## src/rtl/kce_pkg.sv

```systemverilog
// Keyframe curve evaluator package: key entry layout, codes, datapath ops,
// controller states and the status group between controller and datapath.
// No dependencies.
package kce_pkg;

  localparam int unsigned DIV_STEPS = 16;

  localparam logic CMD_INSERT = 1'b0;
  localparam logic CMD_QUERY  = 1'b1;

  localparam logic [1:0] MODE_CONST  = 2'd0;
  localparam logic [1:0] MODE_LINEAR = 2'd1;
  localparam logic [1:0] MODE_BEZIER = 2'd2;
  localparam logic [1:0] MODE_HOLD   = 2'd3;

  localparam logic [1:0] ST_OK    = 2'd0;
  localparam logic [1:0] ST_FULL  = 2'd1;
  localparam logic [1:0] ST_EMPTY = 2'd2;

  // Q2.14 one, Q0.16 one
  localparam logic signed [17:0] EASE_ONE = 18'sd16384;
  localparam logic [16:0]        FRAC_ONE = 17'h10000;

  typedef struct packed {
    logic signed [31:0] kt;
    logic signed [31:0] kv;
    logic [1:0]         mode;
    logic signed [15:0] oh;
    logic signed [15:0] ih;
  } key_t;

  typedef enum logic [4:0] {
    OP_NONE,
    OP_LOAD,
    OP_WRITE_NEW,
    OP_SHIFT,
    OP_SAVE,
    OP_CLAMP,
    OP_SEG,
    OP_DIV_STEP,
    OP_HOLD,
    OP_MUL_MT2,
    OP_MUL_TT2,
    OP_MUL_TT3,
    OP_MUL_P1A,
    OP_MUL_P1B,
    OP_MUL_P2A,
    OP_MUL_P2B,
    OP_ACC,
    OP_MUL_LIN,
    OP_MUL_EASE,
    OP_FINAL,
    OP_EMIT
  } dp_op_e;

  typedef enum logic [4:0] {
    S_IDLE,
    S_INS_CHK,
    S_INS_CMP,
    S_Q_RD,
    S_Q_CMP,
    S_DIV,
    S_MODE,
    S_MT2,
    S_TT2,
    S_TT3,
    S_P1A,
    S_P1B,
    S_P2A,
    S_P2B,
    S_ACC,
    S_MUL_EASE,
    S_MUL_LIN,
    S_FIN,
    S_DONE
  } ctrl_state_e;

  typedef struct packed {
    logic       cmp_le;    // item time <= stored time
    logic       cmp_lt;    // item time <  stored time
    logic [1:0] left_mode;
  } dp_stat_t;

endpackage

```

## src/rtl/kce_ctrl.sv

```systemverilog
// Controller: item handshake, key count, table walk sequencing, output
// valid/status. Drives the datapath through op and addresses. Needs kce_pkg.
module kce_ctrl #(
  parameter int unsigned MAX_KEYS = 64,
  localparam int unsigned AW = (MAX_KEYS > 1) ? $clog2(MAX_KEYS) : 1,
  localparam int unsigned CW = $clog2(MAX_KEYS + 1)
) (
  input  logic              clk_i,
  input  logic              rst_ni,
  input  logic              in_valid_i,
  output logic              in_stall_o,
  input  logic              command_i,
  output logic              out_valid_o,
  input  logic              out_stall_i,
  output logic [1:0]        status_o,
  output logic [6:0]        keys_held_o,
  output kce_pkg::dp_op_e   op_o,
  output logic [AW-1:0]     rd_addr_o,
  output logic [AW-1:0]     wr_addr_o,
  input  kce_pkg::dp_stat_t stat_i
);
  import kce_pkg::*;

  localparam int unsigned NW = $clog2(DIV_STEPS);

  ctrl_state_e   state_q, state_d;
  logic [AW-1:0] idx_q, idx_d;
  logic [NW-1:0] cnt_q, cnt_d;
  logic [CW-1:0] count_q, count_d;
  logic [1:0]    st_q, st_d;
  logic          out_valid_q, out_valid_d;
  logic          accept_w;
  logic          hit_w;
  logic          last_w;
  logic          out_free_w;

  assign accept_w   = in_valid_i && (state_q == S_IDLE);
  assign hit_w      = (idx_q == '0) ? stat_i.cmp_le : stat_i.cmp_lt;
  assign last_w     = (CW'(idx_q) + CW'(1)) == count_q;
  assign out_free_w = !out_valid_q || !out_stall_i;

  always_comb begin
    state_d = state_q;
    unique case (state_q)
      S_IDLE: begin
        if (accept_w) begin
          if (command_i == CMD_INSERT) begin
            state_d = (count_q == CW'(MAX_KEYS)) ? S_DONE : S_INS_CHK;
          end else begin
            state_d = (count_q == '0) ? S_DONE : S_Q_RD;
          end
        end
      end
      S_INS_CHK: state_d = (idx_q == '0) ? S_DONE : S_INS_CMP;
      S_INS_CMP: state_d = stat_i.cmp_le ? S_INS_CHK : S_DONE;
      S_Q_RD:    state_d = S_Q_CMP;
      S_Q_CMP: begin
        if (hit_w) begin
          state_d = (idx_q == '0) ? S_DONE : S_DIV;
        end else begin
          state_d = last_w ? S_DONE : S_Q_RD;
        end
      end
      S_DIV:     state_d = (cnt_q == NW'(DIV_STEPS - 1)) ? S_MODE : S_DIV;
      S_MODE: begin
        case (stat_i.left_mode)
          MODE_LINEAR: state_d = S_MUL_LIN;
          MODE_BEZIER: state_d = S_MT2;
          default:     state_d = S_DONE;
        endcase
      end
      S_MT2:      state_d = S_TT2;
      S_TT2:      state_d = S_TT3;
      S_TT3:      state_d = S_P1A;
      S_P1A:      state_d = S_P1B;
      S_P1B:      state_d = S_P2A;
      S_P2A:      state_d = S_P2B;
      S_P2B:      state_d = S_ACC;
      S_ACC:      state_d = S_MUL_EASE;
      S_MUL_EASE: state_d = S_FIN;
      S_MUL_LIN:  state_d = S_FIN;
      S_FIN:      state_d = S_DONE;
      S_DONE:     state_d = out_free_w ? S_IDLE : S_DONE;
      default:    state_d = S_IDLE;
    endcase
  end

  always_comb begin
    op_o        = OP_NONE;
    idx_d       = idx_q;
    cnt_d       = cnt_q;
    count_d     = count_q;
    st_d        = st_q;
    out_valid_d = out_valid_q && out_stall_i;
    rd_addr_o   = idx_q;
    wr_addr_o   = idx_q;
    unique case (state_q)
      S_IDLE: begin
        if (accept_w) begin
          op_o = OP_LOAD;
          st_d = ST_OK;
          idx_d = '0;
          if (command_i == CMD_INSERT) begin
            if (count_q == CW'(MAX_KEYS)) begin
              st_d = ST_FULL;
            end else begin
              idx_d = AW'(count_q);
            end
          end else if (count_q == '0) begin
            st_d = ST_EMPTY;
          end
        end
      end
      S_INS_CHK: begin
        rd_addr_o = idx_q - AW'(1);
        if (idx_q == '0) begin
          op_o    = OP_WRITE_NEW;
          count_d = count_q + CW'(1);
        end
      end
      S_INS_CMP: begin
        rd_addr_o = idx_q - AW'(1);
        if (stat_i.cmp_le) begin
          op_o  = OP_SHIFT;
          idx_d = idx_q - AW'(1);
        end else begin
          op_o    = OP_WRITE_NEW;
          count_d = count_q + CW'(1);
        end
      end
      S_Q_RD: ;
      S_Q_CMP: begin
        if (hit_w) begin
          if (idx_q == '0) begin
            op_o = OP_CLAMP;
          end else begin
            op_o  = OP_SEG;
            cnt_d = '0;
          end
        end else if (last_w) begin
          op_o = OP_CLAMP;
        end else begin
          op_o  = OP_SAVE;
          idx_d = idx_q + AW'(1);
        end
      end
      S_DIV: begin
        op_o  = OP_DIV_STEP;
        cnt_d = cnt_q + NW'(1);
      end
      S_MODE: begin
        case (stat_i.left_mode)
          MODE_LINEAR: op_o = OP_NONE;
          MODE_BEZIER: op_o = OP_NONE;
          default:     op_o = OP_HOLD;
        endcase
      end
      S_MT2:      op_o = OP_MUL_MT2;
      S_TT2:      op_o = OP_MUL_TT2;
      S_TT3:      op_o = OP_MUL_TT3;
      S_P1A:      op_o = OP_MUL_P1A;
      S_P1B:      op_o = OP_MUL_P1B;
      S_P2A:      op_o = OP_MUL_P2A;
      S_P2B:      op_o = OP_MUL_P2B;
      S_ACC:      op_o = OP_ACC;
      S_MUL_EASE: op_o = OP_MUL_EASE;
      S_MUL_LIN:  op_o = OP_MUL_LIN;
      S_FIN:      op_o = OP_FINAL;
      S_DONE: begin
        if (out_free_w) begin
          op_o        = OP_EMIT;
          out_valid_d = 1'b1;
        end
      end
      default: ;
    endcase
  end

  always_ff @(posedge clk_i or negedge rst_ni) begin
    if (!rst_ni) begin
      state_q     <= S_IDLE;
      idx_q       <= '0;
      cnt_q       <= '0;
      count_q     <= '0;
      st_q        <= ST_OK;
      out_valid_q <= 1'b0;
    end else begin
      state_q     <= state_d;
      idx_q       <= idx_d;
      cnt_q       <= cnt_d;
      count_q     <= count_d;
      st_q        <= st_d;
      out_valid_q <= out_valid_d;
    end
  end

  logic [1:0] status_q;
  logic [6:0] held_q;

  always_ff @(posedge clk_i) begin
    if (op_o == OP_EMIT) begin
      status_q <= st_q;
      held_q   <= 7'(count_q);
    end
  end

  assign in_stall_o  = (state_q != S_IDLE);
  assign out_valid_o = out_valid_q;
  assign status_o    = status_q;
  assign keys_held_o = held_q;

  a_count_max: assert property (@(posedge clk_i) disable iff (!rst_ni)
    count_q <= CW'(MAX_KEYS))
    else $error("key count above table size");

  a_full_drop: assert property (@(posedge clk_i) disable iff (!rst_ni)
    (accept_w && command_i == CMD_INSERT && count_q == CW'(MAX_KEYS))
      |=> count_q == $past(count_q))
    else $error("insert into full table changed count");

  a_count_step: assert property (@(posedge clk_i) disable iff (!rst_ni)
    (count_q == $past(count_q)) || (count_q == $past(count_q) + CW'(1)))
    else $error("key count moved by more than one");

  a_emit_done: assert property (@(posedge clk_i) disable iff (!rst_ni)
    $rose(out_valid_q) |-> $past(state_q) == S_DONE)
    else $error("result raised outside completion");

endmodule

```

## config.mk

```make
export PLATFORM = sky130hd
export DESIGN_NAME = kce_ctrl
export DESIGN_NICKNAME = d
export VERILOG_FILES = /design/src/rtl/kce_pkg.sv /design/src/rtl/kce_ctrl.sv
export SDC_FILE = /design/constraint.sdc
export NUM_CORES = 1
export LEC_CHECK = 0
export ABC_AREA = 1
export BUFFER_PORTS_ARGS = -buffer_cell sky130_fd_sc_hd__buf_4
export CAP_MARGIN = 20
export CORE_MARGIN = 10
export CORE_UTILIZATION = 32
export CTS_BUF_LIST = sky130_fd_sc_hd__clkbuf_8
export DETAILED_ROUTE_END_ITERATION = 6
export SLEW_MARGIN = 20
export SYNTH_ARGS = -nofsm -noshare
export SYNTH_HDL_FRONTEND = slang
export SYNTH_SLANG_ARGS = --single-unit
```

## constraint.sdc

```tcl
create_clock -name clk_i -period 2.4 [get_ports clk_i]
set_clock_uncertainty 0.1 [all_clocks]
set_input_delay 0.48 -clock clk_i [delete_from_list [all_inputs] [get_ports clk_i]]
set_output_delay 0.48 -clock clk_i [all_outputs]
set_load 0.02 [all_outputs]
```

Yosys cells after proc, flatten, opt, wreduce, memory -nomap -nowiden
Cells that the tools add are included.
{"block": "totals", "reg_bits": 34, "in_bits": 9, "out_inout_bits": 28}
{"block": "classes", "addsub": 5, "eq_ne": 32, "muxes": 42, "reduce_logical": 19}
{"operator": "one-hot mux 5 bit (18 select lines)", "count": 2}
{"operator": "two-way mux 5 bit", "count": 12}
{"operator": "two-way mux 6 bit", "count": 7}
{"operator": "equality test 5 x 4 -> 1 bit (second input constant)", "count": 8}
{"operator": "equality test 5 x 3 -> 1 bit (second input constant)", "count": 4}
{"operator": "equality test 5 bit (second input constant)", "count": 4}
{"operator": "one-hot mux 6 bit (3 select lines)", "count": 1}
{"operator": "inequality test 2 bit (second input constant)", "count": 8}
{"operator": "two-way mux 7 bit", "count": 2}
{"operator": "one-hot mux 7 bit (2 select lines)", "count": 1}
{"operator": "two-way mux 4 bit", "count": 3}
{"operator": "equality test 5 x 2 -> 1 bit (second input constant)", "count": 2}
{"operator": "two-way mux 2 bit", "count": 5}
{"operator": "one-hot mux 5 bit (2 select lines)", "count": 1}
{"operator": "one-hot mux 4 bit (2 select lines)", "count": 1}
{"operator": "adder 6 x 1 -> 7 bit (second input constant)", "count": 1}
{"operator": "adder 7 x 1 -> 7 bit (second input constant)", "count": 1}
{"operator": "equality test 7 bit", "count": 1}
{"operator": "equality test 7 bit (second input constant)", "count": 1}
{"operator": "zero test 7 bit", "count": 1}
{"operator": "two-way mux 1 bit", "count": 7}
{"operator": "adder 6 x 1 -> 6 bit (second input constant)", "count": 1}
{"operator": "zero test 6 bit", "count": 1}
{"operator": "AND reduction 3 bit", "count": 2}
{"operator": "16 further kinds", "count": 21}

Longest topological paths before layout
{"block": "depth", "ltp_word": 6, "ltp_mapped": 15, "depth_no_buf": 14}

Worst setup path before layout
No wires, ideal clock.
{"block": "synth_path", "path_kind": "flip-flop to output port", "from": "register idx_q[0], in the netlist wr_addr_o[0]", "to": "output op_o[0]", "arrival_ns": 1.788, "required_ns": 1.820, "slack_ns": 0.032, "stages_incl_launch_ff": 14, "cell_sequence": "dfrtp_1 > buf_4 > inv_1 > ha_1 > inv_1 > nand2_1 > nand2_1 > nor2_1 > nand2_1 > nor2_1 > nand3_1 > nand2_1 > nand2_1 > nand3_1"}
{"block": "synth_between", "elab_chain_len": 5, "word_cells_on_any_way": 8, "classes_between": "1 x add/sub; 1 x eq/ne; 5 x mux; 1 x reduce/logical"}
{"element": "start: declaration", "line": "kce_ctrl.sv:27", "source": "logic [AW-1:0] idx_q, idx_d;"}
{"element": "start signal: assignment", "line": "kce_ctrl.sv:189", "source": "idx_q <= idx_d;"}
{"element": "adder 6 x 1 -> 7 bit", "line": "kce_ctrl.sv:39", "source": "assign last_w = (CW'(idx_q) + CW'(1)) == count_q;"}
{"element": "equality test 7 bit", "line": "kce_ctrl.sv:39"}
{"element": "two-way mux 1 bit", "line": "kce_ctrl.sv:140", "source": "end else if (last_w) begin"}
{"element": "two-way mux 5 bit *", "line": "kce_ctrl.sv:133", "source": "if (hit_w) begin"}
{"element": "one-hot mux 5 bit (18 select lines) *", "line": "kce_ctrl.sv:97", "source": "unique case (state_q)"}
{"element": "end: declaration", "line": "kce_ctrl.sv:17", "source": "output kce_pkg::dp_op_e op_o,"}
Every way passes the cells marked *; elsewhere a longest branch is shown, timed or not.

Final worst setup path
{"block": "layout_path", "from": "register idx_q[1], in the netlist wr_addr_o[1]", "to": "output op_o[0]"}
Same word-level chain as after synthesis.

==> impl_metrics.py <==
metrics = {
    "status": {
        "outcome": "finished with violations",
        "violations": "setup timing",
    },
    "worst_setup_path": {
        "reg2reg_from": "wr_addr_o[0]",
        "cp.required_ns": 1.82,
        "crit_top_cell": "nand2_1",
        "worstSetupStartpoint": "wr_addr_o[1]",
        "r2r_slack_ns": 0.12,
        "path_class": "flip-flop to output port",
        "reg2reg_depth": 16,
        "slowest_delay_ns": 0.44,
        "crit_arrival_ns": 1.98,
        "cp_max_fo": 3,
        "path_cells": "inv_2 > ha_4 > inv_2 > nand2_1 > nand2_1 > nor2_1 > nand2_1 > nor2_1 > nand3_1 > nand2_1 > nand2_2 > nand3_2 > buf_6",
        "startpoint_type": "flip-flop",
        "cp-end-kind": "output port",
        "cp_slowest_cell": "dfrtp_1",
    },
    "global_routing": {
        "grt_pass1_vias": 2321,
        "antenna_found_initial": 0,
        "gr-total-overflow": 0,
        "grt_first_pass_wirelength_mm": 11.2,
        "grtUsageTotal": 0.118,
        "grt_max_degree": 26,
    },
    "power": {
        "powerDensity_mw_per_mm2": 1450,
        "peakVddDrop_uv": 679,
        "power_leakage_nw": 1.66,
    },
    "layout": {
        "drive_above_1_share": 0.347,
        "layout_common_cells": "nand2_1 (73), buf_4 (65), inv_1 (34), nand3_1 (34), nor2_1 (25)",
        "fillCellCount": 715,
        "multi_input_area_mm2": 0.00148,
        "finalCoreUtilization": 0.456,
        "ff_latch_area_um2": 902,
        "layout_commonest_cell": "nand2_1",
        "diodes": 0,
        "fin_nets": 421,
        "area_delta_synth_final_pct": 36.5,
    },
    "synthesis": {
        "synth_fp_nets": 351,
        "synth_edf_count": 9,
        "ys_async_sr_fraction": 0.735,
        "synth-seq-cells": 34,
        "synth.distinct_cells": 37,
        "ys.flop_type": "dfrtp_1",
        "avgSynthCellArea_um2": 7.31,
        "synthesis.area_mm2": 0.00245,
        "syn_inst": 335,
        "seq_area_frac_synth": 0.366,
        "yosysWarnings": 0,
    },
    "timing": {
        "final-setup-viol-count": 1,
        "slew_viol_final": 0,
        "max_clock_freq_mhz": 390,
        "worst_pin_slew_ns": 0.444,
        "finalHoldViolCount": 0,
        "max_slew_margin": 0.703,
        "fin_crit_ns": 2.56,
        "rsz0062_at_grt": "true",
        "fin_ws_ns": -0.162,
        "period_share": 1.07,
        "holdWs_ns": 0.342,
    },
    "detailed_routing": {
        "vias": 2454,
        "wl_mm": 7.00,
        "first_pass_iters": 5,
        "wire_per_inst_um": 13.9,
        "ant_nets": 0,
        "drtIter0Drc": 193,
        "viasPerCell": 4.86,
        "drcViolationCount": 0,
    },
    "worst_hold_path": {
        "min_path_type": "input pin to flip-flop",
        "holdCritStartpoint": "out_stall_i",
        "worstHoldPathCells": 3,
    },
    "placed_design": {
        "place.gp.congestion": 0.959,
        "dp_hpwl_mm": 5.16,
        "post-place-ws_ns": 0.0585,
        "numPortBuffers": 36,
    },
    "clocking": {
        "htree_levels": 2,
        "cts_tree": "yes",
        "cts_root_buf": "clkbuf_8",
        "clock-sinks": 34,
        "path_clk_slew_ns": 0.08,
        "ctsLongestPathBuffers": 2,
        "cts_buffers": 5,
        "clkLatencyLatePin_ns": 0.29,
    },
    "floorplanning": {
        "fp.dieArea_mm2": 0.0116,
        "row_count": 31,
        "die_w_um": 107,
        "start_util": 0.334,
        "fp.dieH_um": 107,
        "coreArea_mm2": 0.00733,
        "ioPinCount": 37,
    },
    "flow_run": {
        "maxCapViolCount": 0,
    },
}
-- critical path, delay by kind of cell, from the launching register on --
family | cells | cell delay [ns]
fa+ha+maj | 1 | 0.29
buf+inv | 3 | 0.24
flops | 1 | 0.44
simple gates | 9 | 0.70
-- layout make-up --
cell class | instances | share of cell area
Tap cell | 99 | 0.0371
Sequential cell | 34 | 0.270
Multi-Input combinational cell | 246 | 0.444
Clock buffer | 5 | 0.0206
Clock inverter | 3 | 0.0135
Timing Repair Buffer | 69 | 0.159
Inverter | 49 | 0.0561
-- sequential cells by signal, indices dropped and copies added (netlist names) --
name,flops
count_q,7
cnt_q,4
st_q,2
out_valid_o,1
status_o,2
keys_held_o,7
wr_addr_o,6
state_q,5
-- timing repair --
| action | CTS | global route |
|---|---|---|
| setup endpoints to repair | 8 | 10 |
| pin swaps | 11 | 12 |
| endpoints found under the hold margin | 17 | 0 |
| gates resized for setup | 23 | 30 |
| hold buffers | 1 | 0 |
| buffers inserted | 10 | 8 |
-- Yosys cell counts (4+ instances only) --
| cell type | count | area share |
|---|---|---|
| dfrtp_1 | 25 | 0.26 |
| nor2_1 | 31 | 0.047 |
| nand4_1 | 9 | 0.023 |
| inv_2 | 8 | 0.012 |
| nand3_1 | 38 | 0.078 |
| ha_1 | 7 | 0.036 |
| nor2_2 | 5 | 0.013 |
| nor3_1 | 5 | 0.010 |
| a21oi_1 | 8 | 0.016 |
| nand2_2 | 4 | 0.010 |
| edfxtp_1 | 9 | 0.11 |
| o21ai_0 | 16 | 0.033 |
| nand2_1 | 84 | 0.13 |
| nor2_4 | 4 | 0.018 |
| inv_1 | 39 | 0.060 |
| xor2_1 | 12 | 0.043 |
| nand2_4 | 4 | 0.018 |
-- through the flow --
stage / power [mW] / cells / TNS [ns] / area [um^2]
after detailed placement: 3.84 / 478 / 0 / 2920
after CTS: 4.63 / 497 / -0.0891 / 3180
final: 4.86 / 505 / -0.162 / 3340
after global placement: 3.83 / 478 / 0 / 2920
after floorplan: 2.89 / 335 / 0 / 2450
after global routing: 5.25 / 505 / -0.557 / 3340
-- power breakdown --
| group | switching (mW) | total (mW) | leakage [nW] | internal [mW] |
|---|---|---|---|---|
| Clock | 0.227 | 0.536 | 0.0504 | 0.309 |
| Combinational | 1.89 | 3.21 | 1.22 | 1.32 |
| Sequential | 0.299 | 1.11 | 0.391 | 0.812 |
| Total | 2.41 | 4.86 | 1.66 | 2.44 |
-- routing by layer --
layer / share of wire / GRT usage / wire (um)
met5: 0 / 0 / 0
met4: 0.021 / 0.0468 / 149
met3: 0.093 / 0.0305 / 648
met2: 0.45 / 0.178 / 3140
met1: 0.44 / 0.158 / 3060
-- cell families (layout without fill, tap and decap cells) --
family | after synthesis | in the layout | share of synthesized area
simple gates | 189 | 189 | 0.366
xor+xnor | 14 | 14 | 0.0501
buf+inv | 55 | 126 | 0.0894
mux | 1 | 1 | 0.00460
compound gates | 35 | 35 | 0.0884
flops | 34 | 34 | 0.366
fa+ha+maj | 7 | 7 | 0.0357
-- worst paths after layout --
check	end
worst max register to register	wr_addr_o[5]
max in group asynchronous	state_q[0]
worst min register to register	status_o[1]
min in group asynchronous	wr_addr_o[4]
worst min-delay path	out_valid_o
worst max-delay path	op_o[0]
No activity file was read; power rests on OpenSTA's default activity.
